## config.mk

```make
export PLATFORM = sky130hd
export DESIGN_NAME = voice_packet_framer
export DESIGN_NICKNAME = d
export VERILOG_FILES = /design/src/rtl/vpf_pkg.sv /design/src/rtl/vpf_framer_core.sv /design/src/rtl/vpf_result_queue.sv /design/src/rtl/voice_packet_framer.sv
export VERILOG_INCLUDE_DIRS = /design/src /design/src/rtl
export SDC_FILE = /design/constraint.sdc
export NUM_CORES = 1
export LEC_CHECK = 0
export ABC_AREA = 1
export CORE_ASPECT_RATIO = 0.9
export CORE_UTILIZATION = 70
export CTS_CLUSTER_SIZE = 30
export DETAILED_ROUTE_END_ITERATION = 7
export DONT_BUFFER_PORTS = 1
export PLACE_DENSITY = 0.86
export SLEW_MARGIN = 20
export SYNTH_ARGS = -nofsm -noshare
export SYNTH_HDL_FRONTEND = slang
export SYNTH_SLANG_ARGS = --single-unit
```

## constraint.sdc

```tcl
create_clock -name aclk -period 4.98 [get_ports aclk]
set_input_delay 0.747 -clock aclk [delete_from_list [all_inputs] [get_ports aclk]]
set_output_delay 0.747 -clock aclk [all_outputs]
set_load 0.02 [all_outputs]
```

## src/rtl/assert_macros.svh

```systemverilog
// Assertion macros shared by the framer RTL.
// Depends on a clock named aclk and an active-low reset named aresetn in scope.
`ifndef ASSERT_MACROS_SVH
`define ASSERT_MACROS_SVH

// Clocked check, switched off while reset is held.
`define VPF_ASSERT(label, prop, msg) \
    label: assert property (@(posedge aclk) disable iff (!aresetn) prop) else $error(msg);

// Clocked check that also holds during reset.
`define VPF_ASSERT_ALWAYS(label, prop, msg) \
    label: assert property (@(posedge aclk) prop) else $error(msg);

`endif

```

## src/rtl/vpf_pkg.sv

```systemverilog
// Types, codes and constants for the voice packet framer.
// No dependencies; used by every module of the block.
`default_nettype none

package vpf_pkg;

    localparam int MAX_FRAME_LIMIT_DEFAULT = 8192;
    localparam int MAX_RESULTS             = 3;   // most words one input word causes
    localparam int QUEUE_DEPTH             = 4;   // power of two, pointers wrap
    localparam int PTR_W                   = $clog2(QUEUE_DEPTH);
    localparam int CNT_W                   = $clog2(QUEUE_DEPTH + 1);
    localparam int NRES_W                  = $clog2(MAX_RESULTS + 1);

    localparam logic [15:0] SEQ_LIMIT      = 16'h4000;
    localparam logic [7:0]  VARINT_MARK    = 8'h80;

    typedef enum logic [1:0] {
        ACT_START   = 2'd0,
        ACT_HEADER  = 2'd1,
        ACT_FRAME   = 2'd2,
        ACT_PAYLOAD = 2'd3
    } vpf_action_t;

    typedef enum logic [2:0] {
        ST_OK           = 3'd0,
        ST_HEADER_TWICE = 3'd1,
        ST_SEQ_BIG      = 3'd2,
        ST_BAD_LENGTH   = 3'd3,
        ST_NO_HEADER    = 3'd4,
        ST_UNEXPECTED   = 3'd5
    } vpf_status_t;

    typedef struct packed {
        vpf_action_t  action;
        logic [2:0]   frame_type;
        logic [4:0]   target;
        logic [15:0]  sequence_req;
        logic [12:0]  frame_length;
        logic [7:0]   data_byte;
    } vpf_item_t;

    typedef struct packed {
        logic [7:0]   out_byte;
        logic         byte_valid;
        logic         run_last;
        vpf_status_t  status;
        logic         packet_done;
        logic [13:0]  packet_length;
    } vpf_result_t;

    // Results of one accepted word, handed to the queue together in a single push.
    typedef struct packed {
        logic                                valid;
        logic [NRES_W-1:0]                   count;
        vpf_result_t [MAX_RESULTS-1:0]       results;
    } vpf_push_t;

endpackage

`default_nettype wire

```

## src/rtl/vpf_framer_core.sv

```systemverilog
// Packet state and per-word result generation for the voice packet framer.
// Depends on vpf_pkg and assert_macros.svh.
`default_nettype none
`include "assert_macros.svh"

module vpf_framer_core #(
    parameter int MAX_FRAME_LIMIT = vpf_pkg::MAX_FRAME_LIMIT_DEFAULT
) (
    input  wire logic                aclk,
    input  wire logic                aresetn,
    input  wire logic                accept,
    input  wire vpf_pkg::vpf_item_t  item,
    output vpf_pkg::vpf_push_t       push
);

    localparam int NRES_W = vpf_pkg::NRES_W;

    logic        header_written_reg, header_written_next;
    logic        frame_started_reg,  frame_started_next;
    logic [12:0] payload_left_reg,   payload_left_next;
    logic [13:0] bytes_emitted_reg,  bytes_emitted_next;

    logic [13:0] len1, len2, len3;
    logic        bad_length;

    function automatic vpf_pkg::vpf_result_t make_result(
        input logic [7:0]           b,
        input logic                 valid,
        input logic                 last,
        input vpf_pkg::vpf_status_t st,
        input logic                 done,
        input logic [13:0]          len
    );
        vpf_pkg::vpf_result_t r;
        r.out_byte      = b;
        r.byte_valid    = valid;
        r.run_last      = last;
        r.status        = st;
        r.packet_done   = done;
        r.packet_length = len;
        return r;
    endfunction

    assign len1 = bytes_emitted_reg + 14'd1;
    assign len2 = bytes_emitted_reg + 14'd2;
    assign len3 = bytes_emitted_reg + 14'd3;
    assign bad_length = (item.frame_length == 13'd0) ||
                        (32'(item.frame_length) >= MAX_FRAME_LIMIT);

    always_comb begin
        header_written_next = header_written_reg;
        frame_started_next  = frame_started_reg;
        payload_left_next   = payload_left_reg;
        bytes_emitted_next  = bytes_emitted_reg;
        push.valid   = accept;
        push.count   = NRES_W'(1);
        push.results = '0;
        case (item.action)
            vpf_pkg::ACT_START: begin
                push.results[0] = make_result(8'd0, 1'b0, 1'b1, vpf_pkg::ST_OK, 1'b0, 14'd0);
                header_written_next = 1'b0;
                frame_started_next  = 1'b0;
                payload_left_next   = 13'd0;
                bytes_emitted_next  = 14'd0;
            end
            vpf_pkg::ACT_HEADER: begin
                if (header_written_reg) begin
                    push.results[0] = make_result(8'd0, 1'b0, 1'b1,
                        vpf_pkg::ST_HEADER_TWICE, 1'b0, bytes_emitted_reg);
                end else if (item.sequence_req >= vpf_pkg::SEQ_LIMIT) begin
                    push.results[0] = make_result(8'd0, 1'b0, 1'b1,
                        vpf_pkg::ST_SEQ_BIG, 1'b0, bytes_emitted_reg);
                end else begin
                    push.results[0] = make_result({item.frame_type, item.target}, 1'b1,
                        1'b0, vpf_pkg::ST_OK, 1'b0, len1);
                    header_written_next = 1'b1;
                    if (item.sequence_req < 16'(vpf_pkg::VARINT_MARK)) begin
                        push.count = NRES_W'(2);
                        push.results[1] = make_result(item.sequence_req[7:0], 1'b1, 1'b1,
                            vpf_pkg::ST_OK, 1'b0, len2);
                        bytes_emitted_next = len2;
                    end else begin
                        push.count = NRES_W'(3);
                        push.results[1] = make_result(
                            item.sequence_req[15:8] | vpf_pkg::VARINT_MARK, 1'b1, 1'b0,
                            vpf_pkg::ST_OK, 1'b0, len2);
                        push.results[2] = make_result(item.sequence_req[7:0], 1'b1, 1'b1,
                            vpf_pkg::ST_OK, 1'b0, len3);
                        bytes_emitted_next = len3;
                    end
                end
            end
            vpf_pkg::ACT_FRAME: begin
                if (bad_length) begin
                    push.results[0] = make_result(8'd0, 1'b0, 1'b1,
                        vpf_pkg::ST_BAD_LENGTH, 1'b0, bytes_emitted_reg);
                end else if (!header_written_reg) begin
                    push.results[0] = make_result(8'd0, 1'b0, 1'b1,
                        vpf_pkg::ST_NO_HEADER, 1'b0, bytes_emitted_reg);
                end else if (frame_started_reg) begin
                    push.results[0] = make_result(8'd0, 1'b0, 1'b1,
                        vpf_pkg::ST_UNEXPECTED, 1'b0, bytes_emitted_reg);
                end else begin
                    frame_started_next = 1'b1;
                    payload_left_next  = item.frame_length;
                    if (item.frame_length < 13'(vpf_pkg::VARINT_MARK)) begin
                        push.results[0] = make_result(item.frame_length[7:0], 1'b1, 1'b1,
                            vpf_pkg::ST_OK, 1'b0, len1);
                        bytes_emitted_next = len1;
                    end else begin
                        push.count = NRES_W'(2);
                        push.results[0] = make_result(
                            {3'd0, item.frame_length[12:8]} | vpf_pkg::VARINT_MARK, 1'b1,
                            1'b0, vpf_pkg::ST_OK, 1'b0, len1);
                        push.results[1] = make_result(item.frame_length[7:0], 1'b1, 1'b1,
                            vpf_pkg::ST_OK, 1'b0, len2);
                        bytes_emitted_next = len2;
                    end
                end
            end
            vpf_pkg::ACT_PAYLOAD: begin
                if (payload_left_reg == 13'd0) begin
                    push.results[0] = make_result(8'd0, 1'b0, 1'b1,
                        vpf_pkg::ST_UNEXPECTED, 1'b0, bytes_emitted_reg);
                end else begin
                    push.results[0] = make_result(item.data_byte, 1'b1, 1'b1,
                        vpf_pkg::ST_OK, payload_left_reg == 13'd1, len1);
                    payload_left_next  = payload_left_reg - 13'd1;
                    bytes_emitted_next = len1;
                end
            end
            default: begin
                push.results[0] = make_result(8'd0, 1'b0, 1'b1,
                    vpf_pkg::ST_UNEXPECTED, 1'b0, bytes_emitted_reg);
            end
        endcase
    end

    always_ff @(posedge aclk) begin
        if (!aresetn) begin
            header_written_reg <= 1'b0;
            frame_started_reg  <= 1'b0;
            payload_left_reg   <= 13'd0;
            bytes_emitted_reg  <= 14'd0;
        end else if (accept) begin
            header_written_reg <= header_written_next;
            frame_started_reg  <= frame_started_next;
            payload_left_reg   <= payload_left_next;
            bytes_emitted_reg  <= bytes_emitted_next;
        end
    end

    `VPF_ASSERT(a_payload_needs_frame,
        (payload_left_reg != 13'd0) |-> frame_started_reg,
        "payload count set without a frame")
    `VPF_ASSERT(a_frame_needs_header,
        frame_started_reg |-> header_written_reg,
        "frame started without a header")
    `VPF_ASSERT(a_start_clears,
        (accept && item.action == vpf_pkg::ACT_START) |=>
            (bytes_emitted_reg == 14'd0 && !header_written_reg),
        "start word did not clear the packet")

endmodule

`default_nettype wire

```

## src/rtl/vpf_result_queue.sv

```systemverilog
// Small result queue: takes up to three words per cycle, hands out one per cycle while out_ready is high.
// Depends on vpf_pkg and assert_macros.svh.
`default_nettype none
`include "assert_macros.svh"

module vpf_result_queue (
    input  wire logic                 aclk,
    input  wire logic                 aresetn,
    input  wire vpf_pkg::vpf_push_t   push,
    output logic                      space_ok,
    output logic                      out_valid,
    input  wire logic                 out_ready,
    output vpf_pkg::vpf_result_t      out_result
);

    localparam int DEPTH = vpf_pkg::QUEUE_DEPTH;
    localparam int PTR_W = vpf_pkg::PTR_W;
    localparam int CNT_W = vpf_pkg::CNT_W;

    vpf_pkg::vpf_result_t entries [DEPTH];

    logic [PTR_W-1:0] wr_ptr_reg, wr_ptr_next;
    logic [PTR_W-1:0] rd_ptr_reg, rd_ptr_next;
    logic [CNT_W-1:0] count_reg,  count_next;
    logic             pop;
    logic [CNT_W-1:0] push_n;

    assign pop       = out_valid && out_ready;
    assign push_n    = push.valid ? CNT_W'(push.count) : CNT_W'(0);
    assign out_valid = (count_reg != CNT_W'(0));
    assign out_result = entries[rd_ptr_reg];
    // room for a full header burst
    assign space_ok  = (count_reg <= CNT_W'(DEPTH - vpf_pkg::MAX_RESULTS));

    always_comb begin
        wr_ptr_next = wr_ptr_reg + PTR_W'(push_n);
        rd_ptr_next = rd_ptr_reg + PTR_W'(pop);
        count_next  = count_reg + push_n - CNT_W'(pop);
    end

    always_ff @(posedge aclk) begin
        if (!aresetn) begin
            wr_ptr_reg <= '0;
            rd_ptr_reg <= '0;
            count_reg  <= '0;
        end else begin
            wr_ptr_reg <= wr_ptr_next;
            rd_ptr_reg <= rd_ptr_next;
            count_reg  <= count_next;
        end
    end

    always_ff @(posedge aclk) begin
        for (int k = 0; k < vpf_pkg::MAX_RESULTS; k++) begin
            if (push.valid && (CNT_W'(k) < push_n)) begin
                entries[PTR_W'(wr_ptr_reg + PTR_W'(k))] <= push.results[k];
            end
        end
    end

    `VPF_ASSERT(a_no_overflow,
        push.valid |-> (count_reg + push_n - CNT_W'(pop) <= CNT_W'(DEPTH)),
        "result queue overflow")
    `VPF_ASSERT(a_burst_ends_last,
        (push.valid && push.count != '0) |-> push.results[push.count - 1'b1].run_last,
        "burst of results does not end with last flag")

endmodule

`default_nettype wire

```

## src/rtl/voice_packet_framer.sv

```systemverilog
// Top level of the voice packet framer: input unpacking, core and result queue.
// Depends on vpf_pkg, vpf_framer_core and vpf_result_queue.
`default_nettype none

// Builds a voice packet one output word at a time. Each input word carries an action in
// s_tuser: start clears the packet, header sends a type/target byte and the sequence as a
// one- or two-byte prefix varint, frame sends the payload length as a varint, payload
// passes one byte through until the length is used up. Every input word causes one to three
// output words, the last one flagged by m_tlast; a rejected word gives a single word with
// m_tuser low and the error in the status field, and leaves the packet untouched. Rate:
// an input word is accepted every cycle while each causes one output word and m_tready is
// high; a header gives up to three words, handed out by the result queue one per cycle. The
// input side takes a word whenever the queue holds at most one waiting result, so a stalled
// output does not block the next input word at once. Results are registered in the queue.
module voice_packet_framer #(
    parameter int MAX_FRAME_LIMIT = vpf_pkg::MAX_FRAME_LIMIT_DEFAULT
) (
    input  wire logic        aclk,
    input  wire logic        aresetn,
    input  wire logic        s_tvalid,
    output logic             s_tready,
    // frame_type[2:0], target[7:3], sequence_req[23:8], frame_length[36:24],
    // data_byte[44:37], zero pad[47:45]
    input  wire logic [47:0] s_tdata,
    // action[1:0]
    input  wire logic [1:0]  s_tuser,
    output logic             m_tvalid,
    input  wire logic        m_tready,
    // out_byte[7:0], status[10:8], packet_done[11], packet_length[25:12], zero pad[31:26]
    output logic [31:0]      m_tdata,
    // byte_valid[0]
    output logic [0:0]       m_tuser,
    output logic             m_tlast
);

    vpf_pkg::vpf_item_t   item;
    vpf_pkg::vpf_push_t   push;
    vpf_pkg::vpf_result_t out_result;
    logic                 accept;

    // unpack the input word
    assign item.action       = vpf_pkg::vpf_action_t'(s_tuser);
    assign item.frame_type   = s_tdata[2:0];
    assign item.target       = s_tdata[7:3];
    assign item.sequence_req = s_tdata[23:8];
    assign item.frame_length = s_tdata[36:24];
    assign item.data_byte    = s_tdata[44:37];

    assign accept = s_tvalid && s_tready;

    vpf_framer_core #(
        .MAX_FRAME_LIMIT (MAX_FRAME_LIMIT)
    ) u_core (
        .aclk    (aclk),
        .aresetn (aresetn),
        .accept  (accept),
        .item    (item),
        .push    (push)
    );

    vpf_result_queue u_queue (
        .aclk       (aclk),
        .aresetn    (aresetn),
        .push       (push),
        .space_ok   (s_tready),
        .out_valid  (m_tvalid),
        .out_ready  (m_tready),
        .out_result (out_result)
    );

    // pack the output word
    assign m_tdata = {6'd0, out_result.packet_length, out_result.packet_done,
                      out_result.status, out_result.out_byte};
    assign m_tuser = out_result.byte_valid;
    assign m_tlast = out_result.run_last;

endmodule

`default_nettype wire
```

# Word-level counts from Yosys, hierarchy flattened

Memories as Yosys holds them, arrays and structs flattened. A register that Yosys moved wholly into a read port is not among the register bits.
Cells that the tools add are included.

Flip-flop bits (word level): 36
Output and inout port bits: 36
Memories kept: 1
Bits in writable memories: 112
Input port bits: 54
Word-level logic and storage cells: 103

Add/subtract/negate cells: 10
Equal/unequal tests: 10
Reductions and logical operators: 16
Order comparisons: 7
Muxes and demuxes: 52

Memory list:

| name            | words | width | read ports | clocked after Yosys merged registers in | wr ports | RTL line               | source |
|---|---|---|---|---|---|---|---|
| u_queue.entries | 4     | 28    | 1          | 1                                       | 3        | vpf_result_queue.sv:20 | `vpf_pkg::vpf_result_t entries [DEPTH];` |

Operators by type and width:

| cell                  | number |
|---|---|
| $mux 28               | 14 |
| $mux 58               | 2 |
| $mux 14               | 8 |
| $pmux 28 s4           | 1 |
| $pmux 14 s4           | 1 |
| $pmux 28 s2           | 1 |
| $mux 13               | 4 |
| $pmux 13 s3           | 1 |
| $add 14x2->14 const B | 2 |
| $logic_not 13->1      | 2 |
| $ge 16x15->1 const B  | 1 |
| $lt 16x8->1 const B   | 1 |
| $add 14x1->14 const B | 1 |
| $eq 13x1->1 const B   | 1 |
| $lt 13x8->1 const B   | 1 |
| $sub 13x1->13 const B | 1 |
| $mux 2                | 6 |
| $mux 1                | 11 |
| $ne 2x2->1 const B    | 5 |
| $reduce_and 7->1      | 1 |
| $lt 1x3->1 const A    | 2 |
| $reduce_and 6->1      | 1 |
| $reduce_bool 3->1     | 2 |
| $logic_and 1x1->1     | 5 |
| 17 further kinds      | 20 |

# Longest topological paths before layout

Gate-level depths: netlist of the first run.

Word-level depth: 11
Gate-level depth with buffers: 14
Depth with buffers taken out: 14

# By module

A second synthesis of the first run with hierarchy kept.

Cell total of the unflattened synthesis: 1703
Area, all modules: 11429.7 µm²

Modules (own cells, without submodules):

| module              | sequential area each (µm²) | instances | cells each | area each (µm²) |
|---|---|---|---|---|
| vpf_result_queue    | 3503.4                     | 1         | 936        | 7234.4 |
| vpf_framer_core     | 580.6                      | 1         | 758        | 4139.0 |
| voice_packet_framer | 0.0                        | 1         | 9          | 56.3 |

# Least setup slack after synthesis of the first run

OpenSTA, ideal clock, no wires.

Kind: in2reg
Start point: in s_tuser[0]
End point: mem u_queue.entries[2][0] in the netlist's numbering (enable)
Path buffers: 2
Stages on the path: 11
Library setup time: 489 ps
Data required time: 4491 ps
Arrival: 2701 ps
Path slack: 1791 ps
Cell sequence: inv_1 ha_1 buf_2 inv_1 a21oi_1 nand3_2 nand2_4 nand2_4 nand2_2 buf_4 nand3_1

RTL lines:

| what        | RTL line                  | source |
|---|---|---|
| from (decl) | voice_packet_framer.sv:26 | `input wire logic [1:0] s_tuser,` |
| to (decl)   | vpf_result_queue.sv:20    |  |

==> results.toml, run 1 <==
[critical_path]
cp_slowest_cell = "nand3_1"
critical_path_arrival_ns = 3.94
crit_type = "in2reg"
crit_cells = 11
critical-path-top-delay-family = "simple AND/OR/NAND/NOR gates"
startpoint = "s_tuser[1]"
cp.required_ns = 5.10
worst_setup_path_start_kind = "input port"
crit_chain = "inv_1 > ha_1 > inv_2 > nor2_8 > inv_2 > nand2_4 > nand4_2 > inv_2 > nand2_1 > nand3_1 > buf_4"
slowest_delay_ns = 0.54
reg2reg_depth = 10
worst_setup_path_end_kind = "register"
worstReg2RegStart = "u_core.header_written_reg$_SDFFE_PN0P_"
path_max_fanout = 22
critPathBufInv = 5
cp_common_cell = "inv_2"

[cells_and_area]
syn_to_final_growth_pct = 5.15
nets = 1509
drive_gt1_share_pct = 6.28
largest_register_ffs = 112
final_cell_mix = "395 x nand2_1, 192 x nor2_1, 177 x nand3_1, 114 x inv_1, 99 x o21ai_0"
insertedDiodeCount = 0
final_common_cell = "nand2_1"

[clock_tree]
insertion_delay_ns = 0.45
cts_buffers = 17
cts.sinks = 148
h-tree-depth = 4
post_cts_buffers = 0
root_buffer = "clkbuf_16"
cts_resized = 0
tritoncts = "built"
path_clk_slew_ns = 0.07
clock_path_buffers = 2
cts_hold_buf = 0

[floorplan]
die_area_um2 = 15300
io_pins = 90
die-width_um = 130
die_h_um = 117
num_rows = 41
core-area_um2 = 14200
start_util_pct = 72.7

[sta]
fin_skew_ns = 0.00918
period_share_pct = 76.7
fin_crit_ns = 3.82
max_slew_margin_pct = 24.2
hold_viol = 0
finalSetupTns_ns = 0
worst_slew_pin_slew_ns = 1.13
finalMaxSlewViolations = 0
rsz0062_at_grt = "no"
achievable-frequency_mhz = 262
setup_viol = 0

[yosys]
synth_seq_cells = 148
async_reset_ff_share_pct = 0
synth.avg_cell_area_um2 = 6.96
ys_seq_area_share_pct = 38.0
synth_top_family_by_area = "simple AND/OR/NAND/NOR gates"
synth_edf_count = 96
synth_fa_ha_area_share_pct = 2.25
ys_warn_count = 0
ys.flop_type = "edfxtp_1"
synthMuxAreaShare_pct = 0
ys_types = 48
syn-instance-count = 1484
synthXorXnorAreaFrac_pct = 2.63
synth_compound_area_share_pct = 13.8
yosys.area_share.simple_pct = 34.7
synth_area_um2 = 10300

[placed_design]
port_buffers = 0
dpl.hpwl_um = 22500
routabilityCongestion = 1.01

[global_route]
grt_max_degree = 57
antenna_found_initial = 0
grtUsageMet3_pct = 18.7
grt_pass1_wl_um = 51800
overflow = 0
grt.met1_usage_pct = 58.3
grt_pass1_vias = 9851
met2_usage_pct = 68.8
grtUsageTotal_pct = 45.6
grt.busiest_layer = "met2"

[route]
postRouteAntennaNets = 0
finalWirelength_um = 33900
post_drt_wl_per_cell_um = 20.6
drc = 1
via_count = 10852
via_per_inst = 6.60
drtIter0Drc = 1832
first_pass_iters = 8

[worst_hold_path]
min_path_type = "in2reg"
hp-start = "aresetn"
hold_depth = 2

[flow_run]
cap_viol_max_count = 0

[power]
power.total_mw = 4.32
p_leak_nw = 4.50
p_per_area_nw_per_um2 = 398
peakVddDrop_v = 0.000277

[status]
violations = "DRC"
outcome = "finished, violations left"
## worst register-to-register path: cells and delay by family, from the launching register on
kind          cells  cell delay [ns]
simple gates      6             1.66
buf+inv           4             1.31
flops             1             0.41
## final timing paths
path / end / slack, ns
min: u_queue.count_reg[0]$_SDFF_PN0_ / 0.40
min reg2reg: u_queue.entries[3][14]$_SDFFE_PP0N_ / 0.48
max reg2reg: u_queue.entries[1][12]$_DFFE_PP_ / 1.27
max: u_queue.entries[1][12]$_DFFE_PP_ / 1.16
## per-stage QoR
stage	hold slack (ns)	cell area [um2]	setup slack, ns	cells	utilization [%]
CTS	0.402	10900	1.37	1643	76.4
global route	0.422	10900	1.14	1643	76.5
floorplan	0.440	10400	1.79	1489	-
finish	0.396	10900	1.16	1643	76.5
global placement	0.450	10300	1.11	1611	72.4
detailed placement	0.458	10300	0.934	1611	72.4
## synthesized netlist by cell type (2+ instances only)
| cell type | number | area (um2) |
|---|---|---|
| a211oi_1 | 4 | 30.0 |
| a21oi_1 | 49 | 245 |
| a22oi_1 | 4 | 30.0 |
| a31oi_1 | 2 | 12.5 |
| a32oi_1 | 2 | 17.5 |
| and2_1 | 2 | 12.5 |
| buf_1 | 3 | 11.3 |
| buf_2 | 32 | 160 |
| buf_4 | 16 | 120 |
| clkbuf_1 | 35 | 131 |
| clkinv_1 | 2 | 7.51 |
| dfxtp_1 | 52 | 1040 |
| edfxtp_1 | 96 | 2880 |
| ha_1 | 17 | 213 |
| inv_1 | 114 | 428 |
| inv_2 | 8 | 30.0 |
| nand2_1 | 395 | 1480 |
| nand2_2 | 7 | 43.8 |
| nand2_4 | 5 | 56.3 |
| nand3_1 | 177 | 886 |
| nand3_2 | 3 | 30.0 |
| nand3b_1 | 3 | 22.5 |
| nand4_1 | 14 | 87.6 |
| nand4_2 | 3 | 37.5 |
| nor2_1 | 193 | 724 |
| nor2_2 | 7 | 43.8 |
| nor2_4 | 2 | 22.5 |
| nor3_1 | 11 | 55.1 |
| o211ai_1 | 43 | 323 |
| o21ai_0 | 99 | 495 |
| o21ai_1 | 3 | 15.0 |
| o21bai_1 | 3 | 22.5 |
| o22ai_1 | 31 | 194 |
| or2_2 | 4 | 25.0 |
| xnor2_1 | 11 | 96.3 |
| xor2_1 | 20 | 175 |
## power by group
group	switching [mW]	internal, mW	total, mW	leakage (nW)
registers	0.0975	1.48	1.57	1.38
logic	1.15	0.348	1.50	2.83
clock network	0.550	0.704	1.25	0.282
total	1.79	2.53	4.32	4.50
## routing by layer
metal | up-vias | share of wire, %
met5 | - | 0
li1 | 4864 | -
met4 | 0 | 4.1
met2 | 975 | 42
met1 | 4824 | 36
met3 | 189 | 18
## cell families (layout without fill, tap and decap cells)
kind of cell    Yosys count  in the layout
xor+xnor                 31             31
compound gates          245            245
fa+ha+maj                18             18
other cells               1              6
buf+inv                 211            172
flops                   148            148
simple gates            830            830
## area by class of cell
type / count / area [um2]
inverters: 124 / 465
multi-input cells: 1130 / 5550
fillers: 1119 / 3340
well taps: 193 / 241
clock inverters: 10 / 83.8
clock buffers: 22 / 485
flip-flops and latches: 148 / 3920
repair buffers: 16 / 120
Power figures use the tool's default switching activity.
==> inputs of run 2 (changes only) <==
ABC_AREA = 0   (was 1)
CORE_UTILIZATION = 59   (was 70)
PLACE_DENSITY = 0.78   (was 0.86)
clock period = 3.4 ns   (was 4.98 ns; I/O delays follow)
==> results.toml, run 2 <==
[cells_and_area]
syn_to_final_growth_pct = 9.31
largest_register_ffs = 112
nets = 1152
final_cell_mix = "151 x nand2_1, 96 x edfxtp_1, 95 x a21oi_1, 93 x nor2_1, 69 x buf_4"
drive_gt1_share_pct = 15.3
final_common_cell = "nand2_1"
insertedDiodeCount = 0

[yosys]
synth_area_um2 = 9830
synth.most_common_cell = "nand2_1"
synth.avg_cell_area_um2 = 9.10
ys_seq_area_share_pct = 39.9
yosys.area.top_type = "edfxtp_1"
synth_seq_cells = 148
netlist_top_cells_area = "edfxtp_1 29%, dfxtp_1 11%, mux4_2 6.4%"
ys_types = 81
synth_edf_count = 96
syn-instance-count = 1080
ys_warn_count = 0
ys.flop_type = "edfxtp_1"
async_reset_ff_share_pct = 0
synthTopCellsByCount = "151 x nand2_1, 96 x edfxtp_1, 95 x a21oi_1"
synth.top_cell.area_share_pct = 29.3

[flow_run]
cap_viol_max_count = 0

[placed_design]
port_buffers = 0
routabilityCongestion = 0.997
dpl.hpwl_um = 23600

[sta]
rsz0062_at_grt = "no"
achievable-frequency_mhz = 339
worst_slew_pin_slew_ns = 0.662
finalSetupTns_ns = 0
max_slew_margin_pct = 55.8
fin_skew_ns = 0.0163
period_share_pct = 86.9
setup_viol = 0
fin_crit_ns = 2.95
finalMaxSlewViolations = 0
hold_viol = 0

[clock_tree]
cts.sinks = 148
path_clk_slew_ns = 0.07
clock_path_buffers = 2
root_buffer = "clkbuf_16"
h-tree-depth = 4
tritoncts = "built"
insertion_delay_ns = 0.44
cts_resized = 0
cts_buffers = 17
post_cts_buffers = 0
cts_hold_buf = 0

[critical_path]
critical_path_arrival_ns = 3.06
worst_setup_path_end_kind = "register"
startpoint = "u_queue.count_reg[1]$_SDFF_PN0_"
ff2ff_setup_slack_ns = 0.45
path_max_fanout = 20
worstReg2RegStart = "u_queue.count_reg[1]$_SDFF_PN0_"
cp.required_ns = 3.51
critPathCapture = "u_queue.entries[2][7]$_DFFE_PP_"
reg2reg_depth = 6
r2r-end = "u_queue.entries[2][7]$_DFFE_PP_"
worst_setup_path_start_kind = "register"
crit_type = "reg2reg"

[floorplan]
die-width_um = 138
num_rows = 44
core-area_um2 = 16200
die_area_um2 = 17200
start_util_pct = 60.7
io_pins = 90
die_h_um = 124

[global_route]
grt_max_degree = 29
grt_pass1_wl_um = 50300
grtUsageTotal_pct = 38.1
overflow = 0
antenna_found_initial = 1
grt_pass1_vias = 8650

[power]
p_int_mw = 3.68
power_switching_mw = 2.06
pwr-share-seq_pct = 39.4
p_clk_share_pct = 31.3
pwr-share-comb_pct = 29.3
p_per_area_nw_per_um2 = 534
power.total_mw = 5.74
p_leak_nw = 3.54
peakVddDrop_v = 0.000563
swShare_pct = 35.9

[route]
via_count = 9517
drtIter0Drc = 1930
finalWirelength_um = 32800
via_per_inst = 7.32
post_drt_wl_per_cell_um = 25.3
postRouteAntennaNets = 0
first_pass_iters = 7
drc = 0

[worst_hold_path]
hp-start = "aresetn"
hold_depth = 1
min_path_type = "in2reg"

[status]
outcome = "finished, final reports clean"
-- run 2: final cells by class --
type                    count  area (um2)
fillers                  1332        5440
inverters                  23        86.3
clock inverters            14         118
flip-flops and latches    148        3930
well taps                 207         259
clock buffers              18         429
multi-input cells         821        5410
repair buffers             69         518
-- run 2: metrics by stage --
step	setup WS [ns]	hold WS, ns	area, um2	util [%]	std cells
4_1_cts	0.528	0.194	10700	66.4	1300
6_report	0.447	0.207	10700	66.4	1300
5_1_grt	0.369	0.188	10700	66.4	1300
3_3_place_gp	0.432	0.438	10200	63.0	1268
2_1_floorplan	0.254	0.429	9850	-	1085
3_5_place_dp	0.366	0.449	10200	63.0	1268
-- run 2: worst min path at each step --
stage                                               end  slack, ns
floorplan           u_queue.entries[2][14]$_SDFFE_PP0N_       0.43
global placement    u_queue.entries[1][14]$_SDFFE_PP0P_       0.44
detailed placement  u_queue.entries[1][14]$_SDFFE_PP0P_       0.45
CTS                    u_queue.wr_ptr_reg[0]$_SDFF_PN0_       0.19
global route           u_queue.wr_ptr_reg[0]$_SDFF_PN0_       0.19
finish                 u_queue.wr_ptr_reg[0]$_SDFF_PN0_       0.21
-- run 2: power groups by stage --
stage | registers [mW] | logic [mW] | clock network (mW)
3_3_place_gp | 2.28 | 1.63 | 0
2_1_floorplan | 2.21 | 1.34 | 0
4_1_cts | 2.26 | 1.66 | 1.79
5_1_grt | 2.29 | 1.79 | 1.88
6_report | 2.26 | 1.68 | 1.79
3_5_place_dp | 2.30 | 1.65 | 0
-- run 2: routing by layer --
layer  up-vias  routed length [um]  GRT usage (%)
met5         -                   0              0
met4         0                1150           12.7
met3       117                4980           12.3
met2       818               13800           54.9
met1      4425               12900           54.1
li1       4157                   -              -
-- run 2: cell families (layout without fill, tap and decap cells) --
kind of cell	after synthesis	count (layout)	share of synthesized area (%)
AOI/OAI and AO/OA	373	373	26.2
buffers and inverters	116	124	5.25
xor gates and xnor gates	27	27	2.41
adders and majority gates	18	18	2.37
other	1	6	0.0382
DFF	148	148	39.9
muxes	30	30	6.62
and+or+nand+nor	367	367	17.2
-- run 2: worst max-delay path, cell delays in order (launching register included) --
cell	delay, ns
dfxtp_1	0.34
or3b_1	0.56
or3_1	0.57
a211oi_4	0.31
nand2_2	0.29
nand3_1	0.22
buf_4	0.32
